==> src/hdl/lcd_mode_timing_and_stat_core_macros.svh <==
// Assertion macros shared by the LCD mode timing RTL.
// No dependencies; included by modules that carry assertions.
`ifndef LCD_MODE_TIMING_AND_STAT_CORE_MACROS_SVH
`define LCD_MODE_TIMING_AND_STAT_CORE_MACROS_SVH

// Same-cycle implication, disabled during reset.
`define LMTS_ASSERT_NOW(lbl, clk, rst_n, ante, cons, msg) \
  lbl: assert property (@(posedge clk) disable iff (!(rst_n)) (ante) |-> (cons)) \
    else $error(msg);

// Next-cycle implication, disabled during reset.
`define LMTS_ASSERT_NEXT(lbl, clk, rst_n, ante, cons, msg) \
  lbl: assert property (@(posedge clk) disable iff (!(rst_n)) (ante) |=> (cons)) \
    else $error(msg);

`endif

==> src/hdl/lmts_pkg.sv <==
// Types, codes and timing constants for the LCD mode timing and STAT block.
// No dependencies.
package lmts_pkg;

  // bus / tick operation codes
  typedef enum logic [2:0] {
    OP_TICK      = 3'd0,
    OP_WR_CTRL   = 3'd1,
    OP_WR_STAT   = 3'd2,
    OP_WR_CMP    = 3'd3,
    OP_WR_LINE   = 3'd4,
    OP_RD_STAT   = 3'd5,
    OP_RD_CMP    = 3'd6,
    OP_RD_LINE   = 3'd7
  } op_e;

  // scanline modes
  localparam logic [1:0] MODE_HBLANK = 2'd0;
  localparam logic [1:0] MODE_VBLANK = 2'd1;
  localparam logic [1:0] MODE_OAM    = 2'd2;
  localparam logic [1:0] MODE_DRAW   = 2'd3;

  // irq enable bit positions
  localparam int unsigned EN_HBLANK = 0;
  localparam int unsigned EN_VBLANK = 1;
  localparam int unsigned EN_OAM    = 2;
  localparam int unsigned EN_COINC  = 3;

  localparam logic [8:0] DUR_HBLANK = 9'd204;
  localparam logic [8:0] DUR_VBLANK = 9'd456;
  localparam logic [8:0] DUR_OAM    = 9'd80;
  localparam logic [8:0] DUR_DRAW   = 9'd172;

  localparam logic [7:0] VISIBLE_LINES = 8'd144;
  localparam logic [8:0] LAST_LINE     = 9'd153;

  typedef struct packed {
    op_e        opcode;
    logic [7:0] elapsed_cycles;
    logic [7:0] write_data;
  } item_t;

  typedef struct packed {
    logic [7:0] read_data;
    logic       vblank_irq;
    logic       stat_irq;
    logic       draw_request;
    logic [7:0] drawn_line;
  } res_t;

  function automatic logic [8:0] mode_length(input logic [1:0] mode);
    logic [8:0] len;
    case (mode)
      MODE_HBLANK: len = DUR_HBLANK;
      MODE_VBLANK: len = DUR_VBLANK;
      MODE_OAM:    len = DUR_OAM;
      default:     len = DUR_DRAW;
    endcase
    return len;
  endfunction

endpackage

==> src/hdl/lcd_mode_timing_and_stat_core.sv <==
// Top level of the LCD mode timing and STAT block: input stage, sequencer, result register.
// Depends on lmts_pkg, lmts_in_stage, lmts_seq.
//
//  channel | direction | handshake              | payload
//  --------+-----------+------------------------+----------------------------------------
//  in      | input     | in_valid_i / in_stall_o | opcode_i, elapsed_cycles_i, write_data_i
//  out     | output    | out_valid_o / out_stall_i | read_data_o, vblank_irq_o, stat_irq_o,
//          |           |                        | draw_request_o, drawn_line_o
//
// One word per cycle sustained while out is not stalled; each accepted word gives one
// result word, passing through the input register, then the sequencer's update into the
// result register. Reset (rst_ni low, async) clears handshake and mode/line state.
// A stalled result holds in the output register while the input register keeps the
// next word; input stalls only when both registers are full and out is stalled.
module lcd_mode_timing_and_stat_core (
  input  logic       clk_i,
  input  logic       rst_ni,
  input  logic       in_valid_i,
  output logic       in_stall_o,
  input  logic [2:0] opcode_i,
  input  logic [7:0] elapsed_cycles_i,
  input  logic [7:0] write_data_i,
  output logic       out_valid_o,
  input  logic       out_stall_i,
  output logic [7:0] read_data_o,
  output logic       vblank_irq_o,
  output logic       stat_irq_o,
  output logic       draw_request_o,
  output logic [7:0] drawn_line_o
);

  lmts_pkg::item_t in_item, s1_item;
  lmts_pkg::res_t  res, res_q;
  logic            s1_valid;
  logic            advance;
  logic            out_valid_q, out_valid_d;

  assign in_item.opcode         = lmts_pkg::op_e'(opcode_i);
  assign in_item.elapsed_cycles = elapsed_cycles_i;
  assign in_item.write_data     = write_data_i;

  // the held word moves on once the result register is free or draining
  assign advance = s1_valid && (!out_valid_q || !out_stall_i);

  lmts_in_stage u_in_stage (
    .clk_i     (clk_i),
    .rst_ni    (rst_ni),
    .valid_i   (in_valid_i),
    .stall_o   (in_stall_o),
    .item_i    (in_item),
    .advance_i (advance),
    .valid_o   (s1_valid),
    .item_o    (s1_item)
  );

  lmts_seq u_seq (
    .clk_i  (clk_i),
    .rst_ni (rst_ni),
    .go_i   (advance),
    .item_i (s1_item),
    .res_o  (res)
  );

  // result register
  assign out_valid_d = advance || (out_valid_q && out_stall_i);

  always_ff @(posedge clk_i or negedge rst_ni) begin
    if (!rst_ni) begin
      out_valid_q <= 1'b0;
    end else begin
      out_valid_q <= out_valid_d;
    end
  end

  always_ff @(posedge clk_i) begin
    if (advance) begin
      res_q <= res;
    end
  end

  assign out_valid_o    = out_valid_q;
  assign read_data_o    = res_q.read_data;
  assign vblank_irq_o   = res_q.vblank_irq;
  assign stat_irq_o     = res_q.stat_irq;
  assign draw_request_o = res_q.draw_request;
  assign drawn_line_o   = res_q.drawn_line;

endmodule

==> src/hdl/lmts_in_stage.sv <==
// Input register stage: captures one word and holds it until the sequencer takes it.
// Depends on lmts_pkg.
module lmts_in_stage (
  input  logic          clk_i,
  input  logic          rst_ni,
  input  logic          valid_i,
  output logic          stall_o,
  input  lmts_pkg::item_t item_i,
  input  logic          advance_i,
  output logic          valid_o,
  output lmts_pkg::item_t item_o
);

  logic            valid_q, valid_d;
  lmts_pkg::item_t item_q, item_d;
  logic            load;

  assign stall_o = valid_q && !advance_i;
  assign load    = valid_i && !stall_o;

  always_comb begin
    valid_d = load || (valid_q && !advance_i);
    item_d  = load ? item_i : item_q;
  end

  always_ff @(posedge clk_i or negedge rst_ni) begin
    if (!rst_ni) begin
      valid_q <= 1'b0;
    end else begin
      valid_q <= valid_d;
    end
  end

  always_ff @(posedge clk_i) begin
    item_q <= item_d;
  end

  assign valid_o = valid_q;
  assign item_o  = item_q;

endmodule

==> src/hdl/lmts_seq.sv <==
// Mode sequencer, line counter and register file; computes one result per word.
// Depends on lmts_pkg and the assertion macro header.
`include "lcd_mode_timing_and_stat_core_macros.svh"

module lmts_seq (
  input  logic            clk_i,
  input  logic            rst_ni,
  input  logic            go_i,
  input  lmts_pkg::item_t item_i,
  output lmts_pkg::res_t  res_o
);

  logic [1:0]  mode_q, mode_d;
  logic [15:0] acc_q, acc_d;
  logic [7:0]  line_q, line_d;
  logic [7:0]  cmp_q, cmp_d;
  logic [3:0]  en_q, en_d;
  logic        disp_q, disp_d;

  logic [15:0] acc_sum;
  logic [8:0]  target;
  logic        fire;
  logic [7:0]  line_inc;
  logic [8:0]  line_next9;
  lmts_pkg::res_t res;

  assign acc_sum    = acc_q + {8'd0, item_i.elapsed_cycles};
  assign target     = lmts_pkg::mode_length(mode_q);
  assign fire       = acc_sum >= {7'd0, target};
  assign line_inc   = line_q + 8'd1;
  assign line_next9 = {1'b0, line_q} + 9'd1;

  always_comb begin
    mode_d = mode_q;
    acc_d  = acc_q;
    line_d = line_q;
    cmp_d  = cmp_q;
    en_d   = en_q;
    disp_d = disp_q;
    res    = '0;
    case (item_i.opcode)
      lmts_pkg::OP_TICK: begin
        if (disp_q) begin
          acc_d = acc_sum;
          if (fire) begin
            acc_d = acc_sum - {7'd0, target};
            case (mode_q)
              lmts_pkg::MODE_HBLANK: begin
                line_d = line_inc;
                if (en_q[lmts_pkg::EN_COINC] && line_inc == cmp_q) begin
                  res.stat_irq = 1'b1;
                end
                if (line_inc == lmts_pkg::VISIBLE_LINES) begin
                  mode_d         = lmts_pkg::MODE_VBLANK;
                  res.vblank_irq = 1'b1;
                  if (en_q[lmts_pkg::EN_VBLANK]) begin
                    res.stat_irq = 1'b1;
                  end
                end else begin
                  mode_d = lmts_pkg::MODE_OAM;
                end
              end
              lmts_pkg::MODE_VBLANK: begin
                if (line_next9 > lmts_pkg::LAST_LINE) begin
                  mode_d       = lmts_pkg::MODE_OAM;
                  line_d       = 8'd0;
                  res.stat_irq = en_q[lmts_pkg::EN_OAM];
                end else begin
                  line_d = line_next9[7:0];
                end
              end
              lmts_pkg::MODE_OAM: begin
                mode_d = lmts_pkg::MODE_DRAW;
              end
              default: begin
                mode_d           = lmts_pkg::MODE_HBLANK;
                res.draw_request = 1'b1;
                res.drawn_line   = line_q;
                res.stat_irq     = en_q[lmts_pkg::EN_HBLANK];
              end
            endcase
          end
        end
      end
      lmts_pkg::OP_WR_CTRL: begin
        disp_d = item_i.write_data[7];
        if (!item_i.write_data[7]) begin
          line_d = 8'd0;
          mode_d = lmts_pkg::MODE_HBLANK;
        end
      end
      lmts_pkg::OP_WR_STAT: en_d   = item_i.write_data[6:3];
      lmts_pkg::OP_WR_CMP:  cmp_d  = item_i.write_data;
      lmts_pkg::OP_WR_LINE: line_d = 8'd0;
      lmts_pkg::OP_RD_STAT: res.read_data = {1'b0, en_q, line_q == cmp_q, mode_q};
      lmts_pkg::OP_RD_CMP:  res.read_data = cmp_q;
      default:              res.read_data = line_q;
    endcase
  end

  always_ff @(posedge clk_i or negedge rst_ni) begin
    if (!rst_ni) begin
      mode_q <= lmts_pkg::MODE_HBLANK;
      acc_q  <= 16'd0;
      line_q <= 8'd0;
      cmp_q  <= 8'd0;
      en_q   <= 4'd0;
      disp_q <= 1'b0;
    end else if (go_i) begin
      mode_q <= mode_d;
      acc_q  <= acc_d;
      line_q <= line_d;
      cmp_q  <= cmp_d;
      en_q   <= en_d;
      disp_q <= disp_d;
    end
  end

  assign res_o = res;

  // frozen display: a tick leaves line, mode and accumulator alone
  `LMTS_ASSERT_NEXT(a_tick_frozen, clk_i, rst_ni,
    go_i && item_i.opcode == lmts_pkg::OP_TICK && !disp_q,
    $stable(line_q) && $stable(mode_q) && $stable(acc_q), "tick changed state while display off")
  // vblank interrupt always lands the sequencer in vblank
  `LMTS_ASSERT_NEXT(a_vblank_mode, clk_i, rst_ni, go_i && res.vblank_irq,
    mode_q == lmts_pkg::MODE_VBLANK, "vblank irq without vblank mode")
  // end of draw always goes to hblank
  `LMTS_ASSERT_NEXT(a_draw_hblank, clk_i, rst_ni, go_i && res.draw_request,
    mode_q == lmts_pkg::MODE_HBLANK && $past(mode_q) == lmts_pkg::MODE_DRAW,
    "draw request not from draw to hblank")

endmodule
==> config.mk <==
export PLATFORM = sky130hd
export DESIGN_NAME = lcd_mode_timing_and_stat_core
export DESIGN_NICKNAME = d
export VERILOG_FILES = /design/src/hdl/lmts_pkg.sv /design/src/hdl/lcd_mode_timing_and_stat_core.sv /design/src/hdl/lmts_in_stage.sv /design/src/hdl/lmts_seq.sv
export VERILOG_INCLUDE_DIRS = /design/src /design/src/hdl
export SDC_FILE = /design/constraint.sdc
export NUM_CORES = 1
export LEC_CHECK = 0
export ABC_AREA = 1
export BUFFER_PORTS_ARGS = -buffer_cell sky130_fd_sc_hd__buf_2
export CAP_MARGIN = 0
export CELL_PAD_IN_SITES_DETAIL_PLACEMENT = 1
export CELL_PAD_IN_SITES_GLOBAL_PLACEMENT = 1
export CORE_ASPECT_RATIO = 2
export CORE_UTILIZATION = 45
export CTS_CLUSTER_DIAMETER = 150
export DETAILED_ROUTE_END_ITERATION = 7
export HOLD_SLACK_MARGIN = 0.06
export PLACE_DENSITY = 0.88
export SYNTH_ARGS = -nofsm -noshare
export SYNTH_HDL_FRONTEND = slang
export SYNTH_HIERARCHICAL = 1
export SYNTH_SLANG_ARGS = --single-unit
==> constraint.sdc <==
create_clock -name clk_i -period 4.1 [get_ports clk_i]
set_input_delay 0.615 -clock clk_i [delete_from_list [all_inputs] [get_ports clk_i]]
set_output_delay 0.615 -clock clk_i [all_outputs]
set_load 0.05 [all_outputs]
### Word-level counts from Yosys, hierarchy flattened

Cells that the tools add are included.

* flip-flop bits (word level): 79
* input bits: 23
* output and inout bits: 21

* add/subtract/negate cells: 4
* $lt $le $gt $ge: 2
* equal/unequal tests: 16
* mux-type cells: 22
* bitwise gates (word level): 3
* reductions and logical operators: 27

Operators with widths (number)
* $pmux W8 S3: 2
* $mux W8: 4
* $pmux W9 S3: 1
* $add A16 B8 Y16: 1
* $eq A8 B8 Y1: 2
* $ge A16 B9 Y1: 1
* $mux W16: 1
* $pmux W8 S2: 1
* $sub A16 B9 Y16: 1
* $mux W2: 6
* $reduce_and A6 Y1: 2
* $add A8 B1 Y9 const B: 1
* $eq A3 B3 Y1 const B: 3
* $gt A9 B8 Y1 const B: 1
* $mux W9: 1
* $add A8 B1 Y8 const B: 1
* $eq A8 B8 Y1 const B: 1
* $eq A3 B2 Y1 const B: 2
* $pmux W2 S3: 1
* $reduce_and A2 Y1: 3
* $reduce_and A3 Y1: 2
* $reduce_or A6 Y1: 1
* $logic_and A1 B1 Y1: 5
* $reduce_or A5 Y1: 1
* other kinds (19): 29

### Depth between registers and ports, before layout

* depth after elaboration: 8
* mapped depth: 20

### By module

Netlist, hierarchy kept.

Modules (own cells, without submodules)
* lmts_seq: times used 1, cells each 628, area an instance 3926.3 um^2, seq. area each 975.9 um^2
* lmts_in_stage: times used 1, cells each 26, area an instance 628.1 um^2, seq. area each 595.6 um^2
* lcd_mode_timing_and_stat_core: times used 1, cells each 24, area an instance 615.6 um^2, seq. area each 595.6 um^2

### Worst setup path before layout

No wires, ideal clock.

* path type: register to register
* from: register u_seq.acc_q[0]
* to: register res_q (netlist bit stat_irq_o) (data pin)
* setup time: 253 ps
* arrival: 2651 ps
* slack: 1196 ps
* cell stages (with the launch flop): 17
* clock period less this slack: 2904 ps
* cells stage by stage: dfrtp_1 ha_1 inv_1 fa_1 xor2_1 ha_1 inv_1 fa_1 nand3_1 nand2_1 a31oi_1 nand3_1 nand2_2 nand2_2 buf_4 nand3_1 nor2_1

* word-level cells in the longest chain between the ends: 3

Ends and longest elaborated chain
* from (decl): line lmts_seq.sv:14 `logic [15:0] acc_q, acc_d;`
* from (signal assigned): line lmts_seq.sv:104 `acc_q <= 16'd0;`
* from (signal assigned): line lmts_seq.sv:111 `acc_q <= acc_d;`
* $add A16 B8 Y16: line lmts_seq.sv:27 `assign acc_sum = acc_q + {8'd0, item_i.elapsed_cycles};`
* $ge A16 B9 Y1: line lmts_seq.sv:29 `assign fire = acc_sum >= {7'd0, target};`
* $reduce_and A3 Y1 (no line)
* to (signal assigned): line lcd_mode_timing_and_stat_core.sv:77 `res_q <= res;`
* to (decl): line lcd_mode_timing_and_stat_core.sv:33 `lmts_pkg::res_t res, res_q;`

Every way passes these cells.
A chain may end at the register's enable or synchronous reset.

### Worst setup path in the final report

* from: register u_seq.acc_q[0]
* to: register res_q (netlist bit drawn_line_o[4]) (data pin)

* word-level cells in the longest chain between the ends: 4

Ends and longest elaborated chain (line)
* $add A16 B8 Y16: lmts_seq.sv:27
* $ge A16 B9 Y1: lmts_seq.sv:29
* $not A1 Y1 (no line)
* $reduce_or A6 Y1 (no line)

Every way passes these cells.

==> results.py <==
metrics = {
    "clock_network": {
        "cts_tree": "yes",
        "path_clk_slew_ns": 0.06,
        "clk_latency_ns": 0.34,
        "cts-buffers-inserted": 9,
        "cts-root-buf": "clkbuf_16",
        "clockBufferDepth": 2,
        "postCtsSetupBuffers": 0,
        "hold_buffers": 0,
        "h-tree-depth": 3,
        "ctsResizeCount": 0,
        "cts.sinks": 79,
    },
    "drt": {
        "vias": 4858,
        "wirelength_um": 16500,
        "vias_per_cell": 5.58,
        "wl_per_cell_um": 18.9,
        "drcViolationCount": 0,
        "drtIter0Drc": 165,
        "antenna_left": 0,
        "dr.pass1.iters": 4,
    },
    "logic_synthesis": {
        "ys.warnings.count": 6,
        "synth_top_family_by_area": "simple AND/OR/NAND/NOR gates",
        "synth_cells": 678,
        "yosys-mux-area-fraction_pct": 0.436,
        "synthFlopType": "dfrtp_1",
        "yosysSeqAreaShare_pct": 41.9,
        "synth-compound-area-share_pct": 6.24,
        "avgSynthCellArea_um2": 7.63,
        "synth-simple-area-share_pct": 33.7,
        "synth_xor_area_share_pct": 3.39,
        "synth_area_leaders": "edfxtp_1, dfrtp_1, nand2_1",
        "synth_cell_types": 41,
        "syn_nets": 725,
        "synth_area_mm2": 0.00517,
        "synth_edf_count": 38,
        "synth_most_common_cell": "nand2_1",
        "synthTopCellsByCount": "nand2_1, inv_1, nand3_1",
        "synth-seq-cells": 79,
        "ys_async_sr_fraction_pct": 51.9,
        "yosysTopAreaCell": "edfxtp_1",
        "synth_adder_area_share_pct": 6.10,
        "synth_top_area_share_pct": 22.1,
    },
    "setup_path": {
        "crit_slowest_cell": "fa_1",
        "worst-r2r-cell-count": 16,
        "cp_top_family": "simple AND/OR/NAND/NOR gates",
        "ff2ff_setup_slack_ns": 0.53,
        "start_kind": "flop",
        "r2r-end": "drawn_line_o[4]",
        "crit_path_cell_trace": "ha_1 > inv_1 > fa_1 > inv_1 > nand4_1 > nand2_1 > xor2_1 > ha_1 > nand2_1 > nor4_1 > nand3_1 > nand3_1 > nand2_2 > nand2_2 > nand4_4 > nor2_1",
        "r2r_start": "u_seq/acc_q[0]",
        "end_kind": "flop",
        "critPathKind": "flop to flop",
        "arrival_ns": 3.76,
        "crit_buf_inv": 2,
        "cp_slowest_stage_delay_ns": 0.41,
        "required_ns": 4.29,
        "critPathMaxFanout": 20,
    },
    "placed_design": {
        "dp.cells": 854,
        "dpl_worst_slack_ns": 0.597,
        "numPortBuffers": 43,
        "gp_congestion": 0.922,
        "dp_hpwl_um": 13100,
    },
    "min_path": {
        "holdCritStartpoint": "write_data_i[5]",
        "holdPathStages": 1,
        "hold_class": "input pin to flop",
        "hold_end": "u_in_stage/item_o[5]",
    },
    "floorplanning": {
        "fp.dieW_um": 77.8,
        "die_height_um": 154,
        "placementRows": 55,
        "io_pins": 44,
        "start_util_pct": 46.1,
        "core-area_mm2": 0.0112,
        "die_area_mm2": 0.0119,
    },
    "grt": {
        "grt_start_max_net_pins": 42,
        "grt_pass1_vias": 5376,
        "grt_pass1_wl_um": 26500,
        "grt_use_met1_pct": 24.8,
        "grt_usage_pct": 29.4,
        "gr-total-overflow": 0,
        "grt_util_met2_pct": 57.6,
        "use_met3_pct": 3.38,
        "grt_antenna_before_repair": 0,
        "top_usage_layer": "met2",
    },
    "cells_and_area": {
        "regArea_mm2": 0.00217,
        "antenna_cells": 0,
        "instances_no_fill": 870,
        "finalNetCount": 770,
        "fillers": 1405,
        "drive_above_1_share_pct": 13.9,
        "syn_to_final_growth_pct": 12.2,
        "multiInputGateArea_mm2": 0.00258,
    },
    "power_and_ir_drop": {
        "p_leak_uw": 0.00285,
        "power.share.clock_pct": 17.0,
        "irDropWorstVdd_mv": 0.331,
        "switching_share_pct": 49.6,
        "switchingPower_uw": 2210,
        "pwr-share-comb_pct": 56.3,
        "p_int_uw": 2250,
        "powerDensity_mw_per_mm2": 770,
        "p_seq_share_pct": 26.7,
    },
    "flow_run": {
        "max-cap-violations": 0,
    },
    "timing": {
        "rsz0062_at_grt": "false",
        "final.setup.tns_ns": 0,
        "worst_slew_margin_rel_pct": 31.0,
        "fmax_mhz": 280,
        "worst_slew_pin_slew_ns": 1.04,
        "period_share_pct": 87.2,
        "period_minus_slack_ns": 3.57,
        "final_max_slew_viol_count": 0,
        "clock-skew-final_ns": 0.00433,
        "setup_viol": 0,
        "fin_hold_ws_ns": 0.449,
        "layout_setup_ws_ns": 0.525,
        "hold_viol": 0,
    },
    "status": {
        "outcome": "finished clean",
    },
}
## layout by cell type (no fill, tap or decap), types with 2 or more instances in the layout
cell	n
clkinvlp_4	3
inv_6	3
o211ai_1	3
nor2_2	4
o21ai_1	5
fa_1	2
nand3_2	5
mux2_2	2
and3_1	2
a21oi_1	11
xnor2_1	9
nor3_1	4
xor2_1	11
a21oi_2	5
dfrtp_1	41
buf_4	3
clkbuf_16	9
ha_1	22
edfxtp_1	38
nand2_1	211
inv_1	93
nor2_1	55
nand2_2	12
nor3_2	2
buf_2	43
nand4_1	24
o22ai_1	2
o21ai_0	19
inv_2	3
or2_2	2
a31oi_1	3
nor2_4	2
nand3_1	65
## routing by layer
layer  up-vias  part of all wire (%)
li1       2302                     -
met1      2326                    32
met2       147                    56
met3        83                   2.2
met4         0                   9.5
met5         -                     0
## worst max-delay path by stage
stage / start / to / slack (ns) / cells past startpoint
floorplan: u_seq/acc_q[0] / stat_irq_o / 1.20 / 16
global placement: u_seq/acc_q[0] / drawn_line_o[2] / 0.77 / 16
detailed placement: u_seq/acc_q[0] / drawn_line_o[3] / 0.60 / 15
CTS: u_seq/acc_q[0] / drawn_line_o[4] / 0.55 / 15
global route: u_seq/acc_q[0] / drawn_line_o[4] / 0.28 / 16
finish: u_seq/acc_q[0] / drawn_line_o[4] / 0.53 / 16
## stage by stage
stage	power, µW	util (%)	instance area [µm²]
finish	4470	51.7	5800
global route	4790	51.7	5800
CTS	4470	51.7	5800
detailed placement	3670	49.2	5520
global placement	3530	49.2	5520
floorplan	3040	-	5170
## power groups by stage
stage               combinational (µW)  clock, µW  sequential, µW
floorplan                         1850          0            1190
global placement                  2340          0            1180
detailed placement                2470          0            1200
CTS                               2510        779            1190
global route                      2780        801            1210
finish                            2520        760            1190
## logic make-up (layout without fill, tap and decap cells)
kind of cell | count (synthesis) | after routing
AND/OR/NAND/NOR | 391 | 391
AO/OA/AOI/OAI | 54 | 54
adder cells (fa/ha/maj) | 24 | 24
XOR/XNOR | 20 | 20
flip-flops | 79 | 79
buffers and inverters | 108 | 158
multiplexers | 2 | 2
## worst register-to-register path: cells and delay by family (launching register included)
kind                     cells  cell delay [ns]
buffers and inverters        2             0.18
XOR/XNOR                     1             0.27
flip-flops                   1             0.36
adder cells (fa/ha/maj)      3             0.88
AND/OR/NAND/NOR             10             1.74
## area by class of cell
cell class,instances,area share (%)
multi-input combinational,491,44.5
sequential,79,37.3
inverter,96,6.21
timing repair buffer,46,4.10
clock buffer,9,3.88
tap,142,3.06
clock inverter,7,0.927
## sequential cells by signal, indices dropped and copies added (netlist names)
| register | count |
|---|---|
| u_seq/mode_q | 2 |
| read_data_o | 8 |
| u_seq/cmp_q | 8 |
| u_seq/line_q | 8 |
| out_valid_o | 1 |
| vblank_irq_o | 1 |
| drawn_line_o | 8 |
| u_in_stage/item_o | 19 |
| u_seq/acc_q | 16 |
| draw_request_o | 1 |
| u_in_stage/valid_o | 1 |
| stat_irq_o | 1 |
| u_seq/en_q | 4 |
| u_seq/disp_q | 1 |
Power figures use the tool's default switching activity.
